`config.mk`:
```
export PLATFORM = sky130hd
export DESIGN_NAME = lidar_packet_deframer_top_flat
export DESIGN_NICKNAME = d
export VERILOG_FILES = /design/src/rtl/lpd_pkg.sv /design/src/rtl/lpd_in_if.sv /design/src/rtl/lpd_out_if.sv /design/src/rtl/lpd_front.sv /design/src/rtl/lpd_queue.sv /design/src/rtl/lpd_back.sv /design/src/rtl/lidar_packet_deframer_top.sv /design/src/flat_wrapper.sv
export SDC_FILE = /design/constraint.sdc
export NUM_CORES = 1
export LEC_CHECK = 0
export BUFFER_PORTS_ARGS = -buffer_cell sky130_fd_sc_hd__buf_4
export CORE_AREA = 3 3 275 277
export CTS_CLUSTER_SIZE = 30
export DETAILED_ROUTE_END_ITERATION = 8
export DIE_AREA = 0 0 278 280
export PLACE_DENSITY_LB_ADDON = 0.08
export SLEW_MARGIN = 20
export SYNTH_ARGS = -nofsm -noshare
export SYNTH_HDL_FRONTEND = slang
export SYNTH_SLANG_ARGS = --single-unit
```
`constraint.sdc`:
```
create_clock -name clk -period 11 [get_ports clk]
set_input_delay 1.1 -clock clk [delete_from_list [all_inputs] [get_ports clk]]
set_output_delay 1.1 -clock clk [all_outputs]
set_load 0.1 [all_outputs]
```
`src/rtl/lpd_pkg.sv`:
```
`timescale 1ns / 1ps
// ----------------------------------------------------------------------------
// Rangefinder packet deframer package
// Byte codes, packet positions, the packet record and queue sizing shared by
// the deframer modules.
// ----------------------------------------------------------------------------
package lpd_pkg;

  localparam logic [7:0] START_BYTE = 8'hFA;
  localparam logic [7:0] INDEX_LOW  = 8'hA0;
  localparam logic [7:0] INDEX_HIGH = 8'hF9;

  // Phase codes: hunting, awaiting the index byte, then the position of the
  // next packet byte up to the final checksum byte.
  localparam logic [4:0] PH_HUNT        = 5'd0;
  localparam logic [4:0] PH_INDEX       = 5'd1;
  localparam logic [4:0] PH_SPEED_HI    = 5'd3;
  localparam logic [4:0] PH_SAMPLE_FIRST = 5'd4;
  localparam logic [4:0] PH_SAMPLE_LAST = 5'd19;
  localparam logic [4:0] PH_LAST        = 5'd21;

  localparam int FOLD_SHIFT = 15;
  localparam int ACC_W      = 26;
  localparam int SAMPLE_W   = 128;

  localparam int QDEPTH = 2;
  localparam int QPTR_W = $clog2(QDEPTH);
  localparam int QCNT_W = $clog2(QDEPTH + 1);

  // One finished packet, handed from the front end to the result sequencer.
  typedef struct packed {
    logic [6:0]          pkt_index;
    logic [SAMPLE_W-1:0] sample_bytes;
    logic [15:0]         speed_word;
    logic                ok;
    logic [15:0]         good_count;
    logic [15:0]         error_count;
  } lpd_packet_t;

  typedef struct packed {
    logic        valid;
    lpd_packet_t pkt;
  } lpd_push_t;

  typedef struct packed {
    logic        full;
    logic        empty;
  } lpd_qstat_t;

endpackage

```
`src/rtl/lpd_in_if.sv`:
```
`timescale 1ns / 1ps
// ----------------------------------------------------------------------------
// Byte input channel
// Valid/ready channel carrying one received serial byte per transfer.
// ----------------------------------------------------------------------------
interface lpd_in_if;
  logic       valid;
  logic       ready;
  logic [7:0] rx_byte;

  modport source (output valid, output rx_byte, input ready);
  modport sink   (input valid, input rx_byte, output ready);
endinterface

```
`src/rtl/lpd_out_if.sv`:
```
`timescale 1ns / 1ps
// ----------------------------------------------------------------------------
// Sample output channel
// Valid/ready channel carrying one decoded range sample per transfer.
// ----------------------------------------------------------------------------
interface lpd_out_if;
  logic        valid;
  logic        ready;
  logic [8:0]  angle_deg;
  logic [12:0] distance_mm;
  logic [15:0] quality;
  logic [15:0] speed_raw;
  logic        checksum_ok;
  logic [15:0] good_count;
  logic [15:0] error_count;
  logic        last;

  modport source (output valid, output angle_deg, output distance_mm, output quality,
                  output speed_raw, output checksum_ok, output good_count,
                  output error_count, output last, input ready);
  modport sink   (input valid, input angle_deg, input distance_mm, input quality,
                  input speed_raw, input checksum_ok, input good_count,
                  input error_count, input last, output ready);
endinterface

```
`src/rtl/lpd_front.sv`:
```
`timescale 1ns / 1ps
// ----------------------------------------------------------------------------
// Deframer front end
// Hunts for packets, gathers fields, runs the checksum and pushes one record
// per completed packet into the queue.
// ----------------------------------------------------------------------------
module lpd_front
  import lpd_pkg::*;
(
  input  logic       clk,
  input  logic       rst,
  lpd_in_if.sink     rx,
  input  lpd_qstat_t qstat,
  output lpd_push_t  push
);

  logic [4:0]          phase;
  logic [4:0]          phase_next;
  logic [6:0]          pkt_index;
  logic [SAMPLE_W-1:0] sample_bytes;
  logic [15:0]         speed_word;
  logic [7:0]          low_byte_hold;
  logic [ACC_W-1:0]    acc;
  logic [15:0]         good_counter;
  logic [15:0]         error_counter;

  logic                take;
  logic [15:0]         word;
  logic [ACC_W-1:0]    acc_step;
  logic [14:0]         calc;
  logic                ok;
  logic                index_ok;
  logic [7:0]          index_off;

  // Only the final byte needs room in the queue.
  assign rx.ready = (phase != PH_LAST) || !qstat.full;
  assign take     = rx.valid && rx.ready;

  assign word      = {rx.rx_byte, low_byte_hold};
  assign acc_step  = {acc[ACC_W-2:0], 1'b0} + {{(ACC_W-16){1'b0}}, word};
  assign calc      = acc[FOLD_SHIFT-1:0]
                   + {{(2*FOLD_SHIFT-ACC_W){1'b0}}, acc[ACC_W-1:FOLD_SHIFT]};
  assign ok        = (word == {1'b0, calc});
  assign index_ok  = (rx.rx_byte >= INDEX_LOW) && (rx.rx_byte <= INDEX_HIGH);
  assign index_off = rx.rx_byte - INDEX_LOW;

  always_comb begin
    case (phase)
      PH_HUNT: begin
        phase_next = (rx.rx_byte == START_BYTE) ? PH_INDEX : PH_HUNT;
      end
      PH_INDEX: begin
        phase_next = index_ok ? (PH_INDEX + 5'd1) : PH_HUNT;
      end
      PH_LAST: begin
        phase_next = PH_HUNT;
      end
      default: begin
        phase_next = (phase > PH_LAST) ? PH_HUNT : phase + 5'd1;
      end
    endcase
  end

  always_ff @(posedge clk) begin
    if (rst) begin
      phase         <= PH_HUNT;
      pkt_index     <= '0;
      speed_word    <= '0;
      low_byte_hold <= '0;
      acc           <= '0;
      good_counter  <= '0;
      error_counter <= '0;
    end else if (take) begin
      phase <= phase_next;
      if (phase == PH_HUNT || phase > PH_LAST) begin
        if (rx.rx_byte == START_BYTE) begin
          low_byte_hold <= rx.rx_byte;
          acc           <= '0;
        end
      end else if (phase == PH_INDEX) begin
        if (index_ok) begin
          pkt_index <= index_off[6:0];
          acc       <= acc_step;
        end
      end else if (phase == PH_LAST) begin
        if (ok) begin
          good_counter <= good_counter + 16'd1;
        end else begin
          error_counter <= error_counter + 16'd1;
        end
      end else begin
        if (phase == PH_SPEED_HI) begin
          speed_word <= word;
        end
        if (!phase[0]) begin
          low_byte_hold <= rx.rx_byte;
        end else begin
          acc <= acc_step;
        end
      end
    end
  end

  // Sample bytes shift in from the top, so the first byte ends at bit 0.
  always_ff @(posedge clk) begin
    if (take && phase >= PH_SAMPLE_FIRST && phase <= PH_SAMPLE_LAST) begin
      sample_bytes <= {rx.rx_byte, sample_bytes[SAMPLE_W-1:8]};
    end
  end

  always_comb begin
    push.valid            = take && (phase == PH_LAST);
    push.pkt.pkt_index    = pkt_index;
    push.pkt.sample_bytes = sample_bytes;
    push.pkt.speed_word   = speed_word;
    push.pkt.ok           = ok;
    push.pkt.good_count   = ok ? good_counter + 16'd1 : good_counter;
    push.pkt.error_count  = ok ? error_counter : error_counter + 16'd1;
  end

endmodule

```
`src/rtl/lpd_queue.sv`:
```
`timescale 1ns / 1ps
// ----------------------------------------------------------------------------
// Packet record queue
// Small register FIFO of finished packets between front end and sequencer.
// ----------------------------------------------------------------------------
module lpd_queue
  import lpd_pkg::*;
(
  input  logic        clk,
  input  logic        rst,
  input  lpd_push_t   push,
  input  logic        pop,
  output lpd_packet_t head,
  output lpd_qstat_t  qstat
);

  lpd_packet_t       entries [QDEPTH];
  logic [QPTR_W-1:0] wr_ptr;
  logic [QPTR_W-1:0] rd_ptr;
  logic [QCNT_W-1:0] count;
  logic              do_push;
  logic              do_pop;

  assign qstat.full  = (count == QCNT_W'(QDEPTH));
  assign qstat.empty = (count == '0);
  assign do_push     = push.valid && !qstat.full;
  assign do_pop      = pop && !qstat.empty;
  assign head        = entries[rd_ptr];

  always_ff @(posedge clk) begin
    if (do_push) begin
      entries[wr_ptr] <= push.pkt;
    end
  end

  always_ff @(posedge clk) begin
    if (rst) begin
      wr_ptr <= '0;
      rd_ptr <= '0;
      count  <= '0;
    end else begin
      if (do_push) begin
        wr_ptr <= (wr_ptr == QPTR_W'(QDEPTH - 1)) ? '0 : wr_ptr + 1'b1;
      end
      if (do_pop) begin
        rd_ptr <= (rd_ptr == QPTR_W'(QDEPTH - 1)) ? '0 : rd_ptr + 1'b1;
      end
      if (do_push && !do_pop) begin
        count <= count + 1'b1;
      end else if (do_pop && !do_push) begin
        count <= count - 1'b1;
      end
    end
  end

endmodule

```
`src/rtl/lpd_back.sv`:
```
`timescale 1ns / 1ps
// ----------------------------------------------------------------------------
// Result sequencer
// Expands each queued packet record into four samples through an output
// register.
// ----------------------------------------------------------------------------
module lpd_back
  import lpd_pkg::*;
(
  input  logic        clk,
  input  logic        rst,
  input  lpd_packet_t head,
  input  lpd_qstat_t  qstat,
  output logic        pop,
  lpd_out_if.source   samples
);

  logic [1:0]  k;
  logic        out_valid;
  logic        load;
  logic [31:0] cur;

  assign load = !qstat.empty && (!out_valid || samples.ready);
  assign pop  = load && (k == 2'd3);
  assign cur  = head.sample_bytes[{k, 5'd0} +: 32];

  assign samples.valid = out_valid;

  always_ff @(posedge clk) begin
    if (rst) begin
      out_valid <= 1'b0;
      k         <= '0;
    end else if (load) begin
      out_valid <= 1'b1;
      k         <= k + 2'd1;
    end else if (samples.ready) begin
      out_valid <= 1'b0;
    end
  end

  always_ff @(posedge clk) begin
    if (load) begin
      samples.angle_deg   <= {head.pkt_index, k};
      samples.distance_mm <= head.ok ? {cur[12:8], cur[7:0]} : '0;
      samples.quality     <= head.ok ? cur[31:16] : '0;
      samples.speed_raw   <= head.speed_word;
      samples.checksum_ok <= head.ok;
      samples.good_count  <= head.good_count;
      samples.error_count <= head.error_count;
      samples.last        <= (k == 2'd3);
    end
  end

endmodule

```
`src/rtl/lidar_packet_deframer_top.sv`:
```
`timescale 1ns / 1ps
// ----------------------------------------------------------------------------
// Rangefinder packet deframer
// Finds 22-byte rangefinder packets in a byte stream, checks their 15-bit
// folded checksum and emits four range samples per packet.
// ----------------------------------------------------------------------------
//
//   Channel   Role     Transfer carries
//   rx        sink     rx_byte: one received serial byte
//   samples   source   angle, distance, quality, speed, checksum flag,
//                      good/bad packet counts, last-of-packet flag
//
// The byte input takes one transfer per cycle. The final byte of a packet
// completes the checksum in the same cycle and pushes a packet record into a
// two-entry queue; the sequencer then sends the four samples on consecutive
// cycles while the sample sink is ready, each loaded into its output register. The
// final byte is held off only while the queue is full; other bytes are never
// stalled. Reset is synchronous and returns the block to hunting with cleared
// counters.
//
module lidar_packet_deframer_top
  import lpd_pkg::*;
(
  input  logic      clk,
  input  logic      rst,
  lpd_in_if.sink    rx,
  lpd_out_if.source samples
);

  lpd_push_t   push;
  lpd_qstat_t  qstat;
  lpd_packet_t head;
  logic        pop;

  // The front end walks the packet one byte per transfer and owns the
  // checksum accumulator and the packet counters.
  lpd_front u_front (
    .clk   (clk),
    .rst   (rst),
    .rx    (rx),
    .qstat (qstat),
    .push  (push)
  );

  // Finished packets wait here, so a stalled sample sink does not stop the
  // byte stream until two packets are pending.
  lpd_queue u_queue (
    .clk   (clk),
    .rst   (rst),
    .push  (push),
    .pop   (pop),
    .head  (head),
    .qstat (qstat)
  );

  // The sequencer drains one packet as four sample transfers.
  lpd_back u_back (
    .clk     (clk),
    .rst     (rst),
    .head    (head),
    .qstat   (qstat),
    .pop     (pop),
    .samples (samples)
  );

endmodule

```
`src/flat_wrapper.sv`:
```
// flat-port wrapper written by rule: the top's interface ports become plain ports
module lidar_packet_deframer_top_flat import lpd_pkg::*;
  (clk, rst, rx_valid, rx_rx_byte, rx_ready, samples_valid, samples_angle_deg, samples_distance_mm, samples_quality, samples_speed_raw, samples_checksum_ok, samples_good_count, samples_error_count, samples_last, samples_ready);
  lpd_in_if rx_i ();
  lpd_out_if samples_i ();
  input  logic clk;
  input  logic rst;
  input wire logic [$bits(rx_i.valid)-1:0] rx_valid;
  input wire logic [$bits(rx_i.rx_byte)-1:0] rx_rx_byte;
  output wire logic [$bits(rx_i.ready)-1:0] rx_ready;
  output wire logic [$bits(samples_i.valid)-1:0] samples_valid;
  output wire logic [$bits(samples_i.angle_deg)-1:0] samples_angle_deg;
  output wire logic [$bits(samples_i.distance_mm)-1:0] samples_distance_mm;
  output wire logic [$bits(samples_i.quality)-1:0] samples_quality;
  output wire logic [$bits(samples_i.speed_raw)-1:0] samples_speed_raw;
  output wire logic [$bits(samples_i.checksum_ok)-1:0] samples_checksum_ok;
  output wire logic [$bits(samples_i.good_count)-1:0] samples_good_count;
  output wire logic [$bits(samples_i.error_count)-1:0] samples_error_count;
  output wire logic [$bits(samples_i.last)-1:0] samples_last;
  input wire logic [$bits(samples_i.ready)-1:0] samples_ready;
  assign rx_i.valid = rx_valid;
  assign rx_i.rx_byte = rx_rx_byte;
  assign rx_ready = rx_i.ready;
  assign samples_valid = samples_i.valid;
  assign samples_angle_deg = samples_i.angle_deg;
  assign samples_distance_mm = samples_i.distance_mm;
  assign samples_quality = samples_i.quality;
  assign samples_speed_raw = samples_i.speed_raw;
  assign samples_checksum_ok = samples_i.checksum_ok;
  assign samples_good_count = samples_i.good_count;
  assign samples_error_count = samples_i.error_count;
  assign samples_last = samples_i.last;
  assign samples_i.ready = samples_ready;
  lidar_packet_deframer_top u_core (.clk(clk), .rst(rst), .rx(rx_i), .samples(samples_i));
endmodule
```
# --- Word-level counts from Yosys, hierarchy flattened ---
# Memories as Yosys holds them, arrays and structs flattened. A register that Yosys moved wholly into a read port is not among the register bits.
# Index checks and enable logic that the tools add are counted.
totals:
  memories: 1
  wordCells: 112
  rom_bits: 0
  mem_bits_rw: 368
  reg_bits: 317
  inputBits: 12
  output_inout_bits: 90
  latchBits: 0
memory_table:
  columns: ["name", "words", "width", "rd", "rd_clocked_by_memory_dff", "write_ports", "line_no", "text"]
  rows:
  - ["u_core.u_queue.entries", 2, 184, 1, 1, 1, "lpd_queue.sv:17", "lpd_packet_t entries [QDEPTH];"]
classes:
  bitwise_logic: 3
  multipliers: 0
  reduce_logical: 29
  shifts: 1
  magnitude_cmp: 5
  eq_ne: 14
  addsub: 11
  n_div: 0
  n_mux: 27
ops:
  columns: ["op", "count"]
  rows:
  - ["two-way mux 26 bit", 6]
  - ["indexed part select 128 x 8 -> 32 bit", 1]
  - ["two-way mux 8 bit", 5]
  - ["adder 16 x 1 -> 16 bit (second input constant)", 2]
  - ["two-way mux 16 bit", 2]
  - ["adder 26 x 16 -> 26 bit", 1]
  - ["== test 16 x 15 -> 1 bit", 1]
  - ["adder 15 x 11 -> 15 bit", 1]
  - ["case mux 5 bit (3 select lines)", 1]
  - ["AND reduction 5 bit", 3]
  - ["logical AND 1 bit", 11]
  - ["two-way mux 1 bit", 9]
  - ["== test 8 bit (second input constant)", 1]
  - ["greater-or-equal comparator 8 bit (second input constant)", 1]
  - ["<= comparator 8 bit (second input constant)", 1]
  - ["AND reduction 4 bit", 2]
  - ["subtractor 7 x 6 -> 7 bit (second input constant)", 1]
  - ["two-way mux 2 bit", 3]
  - ["!= test 2 bit (second input constant)", 3]
  - ["!= test 3 bit (second input constant)", 2]
  - ["adder 5 x 1 -> 5 bit (second input constant)", 1]
  - ["== test 5 x 1 -> 1 bit (second input constant)", 1]
  - ["== test 5 x 2 -> 1 bit (second input constant)", 1]
  - ["== test 5 bit (second input constant)", 1]
  - ["other kinds (17)", 29]

# --- Depth between registers and ports, before layout ---
# Gate-level depths: netlist (run 1).
depth:
  word_depth: 10
  mapped_depth: 13
  mapped_depth_nobuf: 11

# --- Cells and area by module ---
# A second synthesis (run 1) with hierarchy kept.
hier_totals:
  hier_cells: 1696
  area_unflattened_um2: 27266.2
by_module_without_submodules:
  columns: ["mod", "instances", "seq_area_each_um2", "area_per_inst_um2", "cells_each"]
  rows:
  - ["lpd_queue", 1, 11150.7, 13545.5, 597]
  - ["lpd_front", 1, 5725.5, 10050.9, 895]
  - ["lpd_back", 1, 2702.6, 3669.8, 204]

# --- Worst setup path before layout (run 1) ---
# No wires, ideal clock.
synth_path:
  path_type: "register -> register"
  start: "reg u_core.u_front.phase[1]"
  end: "mem u_core.u_queue.entries[0][0] in the netlist's numbering, enable pin"
  required_time_ns: 10.293
  arrival_ns: 9.394
  setup_time_ns: 0.707
  stages_incl_launch_ff: 9
  path_buffers: 1
  setup_slack_ns: 0.898
  period_less_slack_ns: 10.102
  cell_sequence: "dfxtp_1 -> inv_1 -> ha_1 -> and4b_1 -> nand3b_1 -> and2_1 -> buf_2 -> nand2_1 -> nor2_1"
synth_via:
  elab_chain_len: 7
  elab_cells_between_ends: 8
  cone_classes: "eq/ne (2); mux (2); reduce/logical (4)"
synth_lines:
  columns: ["element", "line_no", "text"]
  rows:
  - ["start, declared", "lpd_front.sv:17", "logic [4:0] phase;"]
  - ["start signal, assigned", "lpd_front.sv:74", "phase <= phase_next;"]
  - ["!= test 5 bit", "lpd_front.sv:36", "assign rx.ready = (phase != PH_LAST) || !qstat.full;"]
  - ["logical OR 1 bit", "lpd_front.sv:36", null]
  - ["net rx_ready", "flat_wrapper.sv:10", "output wire logic [$bits(rx_i.ready)-1:0] rx_ready;"]
  - ["logical AND 1 bit", "lpd_front.sv:37", "assign take = rx.valid && rx.ready;"]
  - ["logical AND 1 bit", "lpd_front.sv:112", "push.valid = take && (phase == PH_LAST);"]
  - ["logical AND 1 bit", "lpd_queue.sv:26", "assign do_push = push.valid && !qstat.full;"]
  - ["two-way mux 1 bit", "lpd_queue.sv:31", "if (do_push) begin"]
  - ["two-way mux 1 bit (implied by the code)", "lpd_queue.sv:32", "entries[wr_ptr] <= push.pkt;"]
  - ["end, declared", "lpd_queue.sv:17", null]
# The timed path passes the listed nets, and every way through them passes these cells.

==> flow_summary.yaml, run 1 <==
detailed_routing:
  drc: 0
  first_pass_iters: 5
  vias: 13500
  viasPerCell: 4.96
  drtAntennaViolNets: 0
  drt-initial-drc-count: 810
  wl_per_cell_um: 19.9
  wirelength_um: 54100
power_and_ir_drop:
  power_density_nw_per_um2: 171
  vdd_ir_drop_max_mv: 0.128
  p_leak_nw: 10.1
die:
  fp.dieH_um: 280
  ios: 102
  die_area_sq_um: 77800
  die_x_um: 278
  core_area_sq_um: 73100
  start_util: 0.360
  row_count: 99
setup_path:
  cp.arrival_ps: 4430
  crit_type: "flip-flop to flip-flop"
  endpoint_kind: "flip-flop"
  critPathMaxFanout: 49
  critPathLaunchType: "flip-flop"
  worstPathRequired_ps: 11330
  r2r_cells: 10
placement:
  place.gp.congestion: 0.746
  portBuffers: 101
  dpl_worst_slack_ps: 6420
  dp_hpwl_um: 30800
  dpl_cell_area_sq_um: 28100
  placed_cells: 2574
synth:
  synth_commonest_cells: "560 x edfxtp_1, 141 x nor2_1, 102 x dfxtp_1"
  avgSynthCellArea_sq_um: 16.7
  synth_edf_count: 560
  synth_warnings: 0
  synth_top_area_frac: 0.640
  ys_ff_latch: 662
  yosysSeqAreaShare: 0.718
  yosysMostFrequentCell: "edfxtp_1"
  synthCells: 1575
  yosysTopAreaCell: "edfxtp_1"
  synth_area_leaders: "edfxtp_1 64%, dfxtp_1 7.8%, mux4_2 5.0%, mux2_2 3.3%, mux2i_1 2.5%"
  synth_nets: 1622
  synth_flop_cell: "edfxtp_1"
  ys_types: 74
  async_flop_share: 0
  netlist_area_sq_um: 26300
sta:
  tns_ps: 0
  timing.hold.ws_ps: 413
  finalSetupViolCount: 0
  hold_violations: 0
  fin_crit_ps: 4090
  rsz0062_at_grt: "no"
  tightest_slew_ps: 1080
  fmax_ghz: 0.244
  drv_slew: 0
  max-slew-margin-rel: 0.277
  fin_crit_sh: 0.372
  clock_skew_ps: 17.6
  layout_setup_ws_ps: 6910
finish:
  fin_nets: 1740
  area_growth_pct: 16.4
  layout.cells.non_filler: 2713
  drive_gt1_frac: 0.235
  finalInstanceArea_sq_um: 30600
  fill_cells: 6619
  diodes: 0
clock_tree:
  post_cts_buffers: 0
  cts_buffers: 75
  ctsHtreeMaxLevel: 3
  cts.reportedPaths.clkPinSlew_ps: 60
  clock_path_buffers: 3
  clock_sinks: 662
  clk_latency_ps: 600
  post_cts_resized: 0
  cts-root-buf: "clkbuf_16"
  postCtsHoldBufs: 0
  tritoncts: "yes"
global_route:
  grt_pass1_vias: 13900
  grt_pass1_wl_um: 84700
  use_met2: 0.223
  grt.overflow.total: 0
  grtUsageMet3: 0.0242
  antenna_found_initial: 0
  grt_util_met1: 0.197
  grt_max_degree: 150
  grt_util_all_layers: 0.140
  top_usage_layer: "met2"
worst_hold_path:
  hold_class: "flip-flop to flip-flop"
  hold_depth: 0
flow_run:
  cap_violations: 0
run_status:
  status: "finished, final reports clean"
critical path, cell delays in order, from the launching register on:
cell and delay (ps):
dfxtp_1 380, ha_1 250, fa_1 400, xnor2_1 160
xnor2_1 130, nor4_1 260, o2111ai_1 140, nor4_1 380
or4b_4 860, nor3_4 440, mux2_1 390
path summary, 6_finish.rpt:
check	startpoint	end	slack [ps]
min reg2reg	u_core.u_front.sample_bytes[15]$_DFFE_PP_	u_core.u_front.sample_bytes[7]$_DFFE_PP_	410
min	u_core.u_front.sample_bytes[15]$_DFFE_PP_	u_core.u_front.sample_bytes[7]$_DFFE_PP_	410
max reg2reg	u_core.u_front.acc[15]$_SDFFE_PP0P_	u_core.u_queue.entries[1][1]$_DFFE_PP_	6910
max	u_core.u_front.acc[15]$_SDFFE_PP0P_	u_core.u_queue.entries[1][1]$_DFFE_PP_	6910
logic make-up (layout without fill, tap and decap cells):
kind of cell	Yosys count	in the layout	share of synthesized area
adders and majority gates	35	35	0.0172
DFF	662	662	0.718
xor gates and xnor gates	82	82	0.0273
muxes	210	210	0.112
buffers and inverters	92	271	0.0143
and+or+nand+nor	344	344	0.0679
AOI/OAI and AO/OA	150	150	0.0439
stage by stage:
stage | total power, mW | util
2_1_floorplan | 2.81 | -
3_3_place_gp | 2.84 | 0.385
3_5_place_dp | 2.84 | 0.385
4_1_cts | 5.31 | 0.418
5_1_grt | 5.42 | 0.418
6_report | 5.22 | 0.418
cell type report:
cell class | instances | area (sq um) | share of cell area
Clock buffer | 97 | 2040 | 0.0668
Inverter | 14 | 52.6 | 0.00172
Timing Repair Buffer | 119 | 926 | 0.0303
Sequential cell | 662 | 18900 | 0.617
Multi-Input combinational cell | 821 | 7110 | 0.232
Tap cell | 959 | 1200 | 0.0392
Clock inverter | 41 | 383 | 0.0125
metal layers:
layer  vias to the layer above  part of all wire
li1                       6335                 -
met1                      6832              0.48
met2                       214              0.47
met3                        83             0.037
met4                         0             0.021
met5                         -                 0
power breakdown:
part | internal [mW] | switching (mW) | leakage, nW
Clock | 1.44 | 0.996 | 1.18
Combinational | 0.0256 | 0.0626 | 3.12
Sequential | 2.69 | 0.00651 | 5.84
Total | 4.15 | 1.07 | 10.1
sequential cells by signal (all words and copies together) (netlist names), 2 cells and up, named ones only:
name                               flops
u_core.u_back.k                        2
u_core.u_back.samples.angle_deg        9
u_core.u_back.samples.distance_mm     13
u_core.u_back.samples.error_count     16
u_core.u_back.samples.good_count      16
u_core.u_back.samples.quality         16
u_core.u_back.samples.speed_raw       16
u_core.u_front.acc                    26
u_core.u_front.error_counter          16
u_core.u_front.good_counter           16
u_core.u_front.low_byte_hold           8
u_core.u_front.phase                   5
u_core.u_front.pkt_index               7
u_core.u_front.sample_bytes          128
u_core.u_front.speed_word             16
u_core.u_queue.count                   2
u_core.u_queue.entries               344
cells in the final DEF (no fill, tap or decap), types with 25 or more instances in the layout:
cell type / count
edfxtp_1: 560
nor2_1: 139
buf_4: 117
dfxtp_1: 99
mux2_2: 77
clkbuf_16: 77
mux2i_1: 64
mux4_2: 58
xnor2_1: 47
nand2_1: 37
xor2_1: 34
nor2b_1: 34
ha_1: 33
nand3_1: 26
a21oi_1: 25
Power figures use the tool's default switching activity.
==> run 2, diff against run 1 <==
==> constraint.sdc (replaced) <==
create_clock -name clk -period 4 [get_ports clk]
set_input_delay 0.4 -clock clk [delete_from_list [all_inputs] [get_ports clk]]
set_output_delay 0.4 -clock clk [all_outputs]
set_load 0.1 [all_outputs]
==> run 2 against run 1 <==
Sequential share of layout area fell by 0.42 points; largest power group unchanged; sequential cell count unchanged; total power grew to 2.7 times the previous value; cell count grew 0.66%; clock-buffer cell count increased by 3; highest routed layer unchanged; sequential power rose to 2.8 times the previous value; critical path depth up 1; worst setup slack lost 6700 ps; critical path type unchanged; critical endpoint is now u_core.u_front.good_counter[6]$_SDFFE_PP0P_; global-route usage rose by 0.36 points; die area unchanged.
==> flow_summary.yaml, run 2 (synthesis gave the netlist of run 1 again) <==
detailed_routing:
  vias: 13700
  drt-initial-drc-count: 803
  viasPerCell: 5.03
  first_pass_iters: 5
  drtAntennaViolNets: 0
  drc: 0
  wirelength_um: 55500
  wl_per_cell_um: 20.3
clock_tree:
  tritoncts: "yes"
  postCtsHoldBufs: 0
  clk_latency_ps: 600
  ctsHtreeMaxLevel: 3
  post_cts_resized: 0
  post_cts_buffers: 0
  clock_sinks: 662
  clock_path_buffers: 3
  cts_buffers: 75
  cts.reportedPaths.clkPinSlew_ps: 50
  cts-root-buf: "clkbuf_16"
worst_hold_path:
  hold_class: "primary input to flip-flop"
  hold_depth: 1
die:
  die_x_um: 278
  ios: 102
  row_count: 99
  fp.dieH_um: 280
  die_area_sq_um: 77800
  core_area_sq_um: 73100
  start_util: 0.360
finish:
  final_cell_mix: "560 x edfxtp_1, 139 x nor2_1, 125 x buf_4, 98 x dfxtp_1, 78 x clkbuf_16"
  diodes: 0
  fin_nets: 1758
  drive_gt1_frac: 0.239
  utilization: 0.421
  top_register: "u_core.u_queue.entries"
  layout.cells.non_filler: 2731
  largest_reg_flops: 344
  area_growth_pct: 17.2
  finalInstanceArea_sq_um: 30800
  biggestRegsByFlops: "u_core.u_queue.entries x344, u_core.u_front.sample_bytes x128, u_core.u_front.acc x26"
  final_common_cell: "edfxtp_1"
setup_path:
  crit_type: "flip-flop to flip-flop"
  r2r_cells: 11
  critPathMaxFanout: 14
  worstPathRequired_ps: 4470
  cp.arrival_ps: 4230
  endpoint_kind: "flip-flop"
  critPathLaunchType: "flip-flop"
power_and_ir_drop:
  p_leak_nw: 10.2
  vdd_ir_drop_max_mv: 0.260
  power_density_nw_per_um2: 463
sta:
  layout_setup_ws_ps: 248
  fmax_ghz: 0.267
  clock_skew_ps: 21.8
  finalSetupViolCount: 0
  fin_crit_ps: 3750
  rsz0062_at_grt: "no"
  max-slew-margin-rel: 0.299
  tightest_slew_ps: 1050
  fin_crit_sh: 0.938
  drv_slew: 0
  hold_violations: 0
global_route:
  grt_max_degree: 129
  grt_pass1_wl_um: 87300
  grt_pass1_vias: 14500
  grt_util_all_layers: 0.144
  antenna_found_initial: 0
  grt.overflow.total: 0
run_status:
  status: "finished, final reports clean"
placement:
  dpl_cell_area_sq_um: 28400
  place.gp.congestion: 0.791
  portBuffers: 101
  dp_hpwl_um: 32900
  placed_cells: 2593
  dpl_worst_slack_ps: 143
flow_run:
  cap_violations: 0
[run 2: layout make-up]
cell class | instances | area (sq um)
clock buffer | 100 | 2050
multi-input combinational | 821 | 7120
fill | 6593 | 42300
inverter | 14 | 52.6
tap | 959 | 1200
clock inverter | 38 | 312
sequential | 662 | 18900
timing repair buffer | 137 | 1180
[run 2: worst max-delay path, cell delays in order (launching register included)]
cell       delay [ps]
dfxtp_1           360
ha_1              240
fa_1              420
xnor2_1           150
xnor2_1           140
nor4_1            270
o2111ai_1         170
nor4_2            270
or4b_4            680
buf_4             240
nor4_1            330
mux2_1            360
[run 2: per-layer routing]
metal	global-route usage	wire, um	up-vias	part of all wire
met5	0	0	-	0
met4	0.0477	1280	0	0.023
met3	0.0255	1920	87	0.035
met2	0.231	26100	230	0.47
met1	0.199	26200	7052	0.47
li1	-	-	6377	-
[run 2: worst paths after layout]
kind | start | to | slack, ps
hold reg to reg | u_core.u_front.sample_bytes[14]$_DFFE_PP_ | u_core.u_front.sample_bytes[6]$_DFFE_PP_ | 420
setup / recovery | u_core.u_front.acc[15]$_SDFFE_PP0P_ | u_core.u_front.good_counter[6]$_SDFFE_PP0P_ | 250
setup reg to reg | u_core.u_front.acc[15]$_SDFFE_PP0P_ | u_core.u_front.good_counter[6]$_SDFFE_PP0P_ | 250
hold / removal | rx_rx_byte[4] | u_core.u_front.sample_bytes[124]$_DFFE_PP_ | 130
[run 2: power breakdown]
part           internal (mW)  switching [mW]
Clock                   3.88            2.70
Sequential              7.39          0.0188
Combinational         0.0793           0.183
Total                   11.4            2.90
[run 2: metrics by stage]
stage	hold slack, ps	power [mW]	setup TNS, ps
detailed placement	405	7.82	0
global route	88.5	14.8	0
global placement	402	7.82	0
finish	126	14.3	0
floorplan	400	7.72	-300630
CTS	68.1	14.5	0
==> run 3, diff against run 2 <==
--- a/config.mk
+++ b/config.mk
@@ -5,6 +5,7 @@
 export SDC_FILE = /design/constraint.sdc
 export NUM_CORES = 1
 export LEC_CHECK = 0
+export ABC_CLOCK_PERIOD_IN_PS = 4000
 export BUFFER_PORTS_ARGS = -buffer_cell sky130_fd_sc_hd__buf_4
 export CORE_AREA = 3 3 275 277
 export CTS_CLUSTER_SIZE = 30
==> constraint.sdc (replaced) <==
create_clock -name clk -period 4 [get_ports clk]
set_input_delay 0.6 -clock clk [delete_from_list [all_inputs] [get_ports clk]]
set_output_delay 0.6 -clock clk [all_outputs]
set_load 0.1 [all_outputs]
==> run 3 against run 2 <==
Wire length fell by 0.87%; sequential share of layout area rose by 0.052 points; clock-buffer cell count fell by 7; sequential power barely moved; critical endpoint is now u_core.u_front.good_counter[0]$_SDFFE_PP0P_; largest cell class unchanged; largest power group unchanged.
==> flow_summary.yaml, run 3 (synthesis gave the netlist of run 1 again) <==
run_status:
  status: "finished, final reports clean"
clock_tree:
  cts.reportedPaths.clkPinSlew_ps: 60
  cts_buffers: 74
  clock_path_buffers: 3
  ctsHtreeMaxLevel: 3
  tritoncts: "yes"
  clk_latency_ps: 600
  post_cts_buffers: 0
  clock_sinks: 662
  cts-root-buf: "clkbuf_16"
  postCtsHoldBufs: 0
sta:
  drv_slew: 0
  rsz0062_at_grt: "no"
  tightest_slew_ps: 910
  timing.hold.ws_ps: 328
  fmax_ghz: 0.270
  max-slew-margin-rel: 0.380
  tns_ps: 0
  fin_crit_ps: 3700
  clock_skew_ps: 20.8
  hold_violations: 0
  fin_crit_sh: 0.924
  finalSetupViolCount: 0
global_route:
  antenna_found_initial: 0
  top_usage_layer: "met2"
  grtUsageMet3: 0.0255
  grt_pass1_wl_um: 86100
  use_met2: 0.226
  grt_max_degree: 60
  grt_util_met1: 0.200
  grt_pass1_vias: 14200
  grt.overflow.total: 0
  grt_util_all_layers: 0.143
finish:
  final_common_cell: "edfxtp_1"
  fill_cells: 6637
  fin_nets: 1761
  drive_gt1_frac: 0.242
  diodes: 0
  biggestRegsByFlops: "u_core.u_queue.entries x344, u_core.u_front.sample_bytes x128, u_core.u_front.acc x26"
  largest_reg_flops: 344
  utilization: 0.421
  finalInstanceArea_sq_um: 30800
  top_register: "u_core.u_queue.entries"
  area_growth_pct: 17.1
  final_cell_mix: "560 x edfxtp_1, 139 x nor2_1, 130 x buf_4, 98 x dfxtp_1"
detailed_routing:
  first_pass_iters: 5
  vias: 13700
  viasPerCell: 5.00
  drtAntennaViolNets: 0
  wl_per_cell_um: 20.1
  drc: 0
  drt-initial-drc-count: 902
  wirelength_um: 55000
flow_run:
  cap_violations: 0
setup_path:
  crit_type: "flip-flop to flip-flop"
  endpoint_kind: "flip-flop"
  cp.arrival_ps: 4180
  worstPathRequired_ps: 4480
  critPathLaunchType: "flip-flop"
  critPathMaxFanout: 49
die:
  die_area_sq_um: 77800
  start_util: 0.360
  fp.dieH_um: 280
  die_x_um: 278
  row_count: 99
  ios: 102
  core_area_sq_um: 73100
worst_hold_path:
  hold_class: "primary input to flip-flop"
power_and_ir_drop:
  p_leak_nw: 10.3
  vdd_ir_drop_max_mv: 0.240
  power_density_nw_per_um2: 460
  p_total_mw: 14.1
placement:
  portBuffers: 101
  place.gp.congestion: 0.795
  dp_hpwl_um: 33300
  dpl_cell_area_sq_um: 28400
[run 3: final timing paths]
check	from	endpoint	slack, ps	cells past startpoint
min	rx_rx_byte[4]	u_core.u_front.sample_bytes[124]$_DFFE_PP_	330	1
max reg2reg	u_core.u_front.acc[15]$_SDFFE_PP0P_	u_core.u_front.good_counter[0]$_SDFFE_PP0P_	300	11
min reg2reg	u_core.u_front.sample_bytes[45]$_DFFE_PP_	u_core.u_front.sample_bytes[37]$_DFFE_PP_	410	0
max	u_core.u_front.acc[15]$_SDFFE_PP0P_	u_core.u_front.good_counter[0]$_SDFFE_PP0P_	300	11
[run 3: final cells by class]
class,count,area (sq um),share of cell area
Tap cell,959,1200,0.0390
Multi-Input combinational cell,821,7120,0.232
Sequential cell,662,18900,0.613
Clock buffer,93,2010,0.0652
Timing Repair Buffer,141,1200,0.0389
Clock inverter,43,315,0.0103
Inverter,14,52.6,0.00171
[run 3: per-layer routing]
layer / wire length [um] / up-vias
li1: - / 6389
met1: 26100 / 6973
met2: 25700 / 229
met3: 1980 / 83
met4: 1250 / 0
met5: 0 / -
[run 3: what timing repair did]
item	in CTS	in global routing
hold endpoints to repair	0	0
resized for setup	0	1
setup endpoints to repair	0	1
[run 3: worst max-delay path, cell delays in order, from the launching register on]
cell	delay (ps)
dfxtp_1	360
ha_1	230
fa_1	420
xnor2_1	160
xnor2_1	130
nor4_1	320
o2111ai_1	190
nor4_2	240
or4b_4	520
buf_12	220
nor4_2	380
mux2_2	380
[run 3: power breakdown]
part           total, mW  internal, mW  leakage (nW)  switching (mW)
Sequential          7.41          7.39          5.84          0.0178
Combinational      0.263        0.0809          3.27           0.182
Clock               6.47          3.77          1.15            2.71
[run 3: stage by stage]
step | instances | setup slack, ps
2_1_floorplan | 1575 | -997
3_3_place_gp | 2597 | 233
3_5_place_dp | 2597 | 261
4_1_cts | 2733 | 225
5_1_grt | 2733 | 151
6_report | 2733 | 302
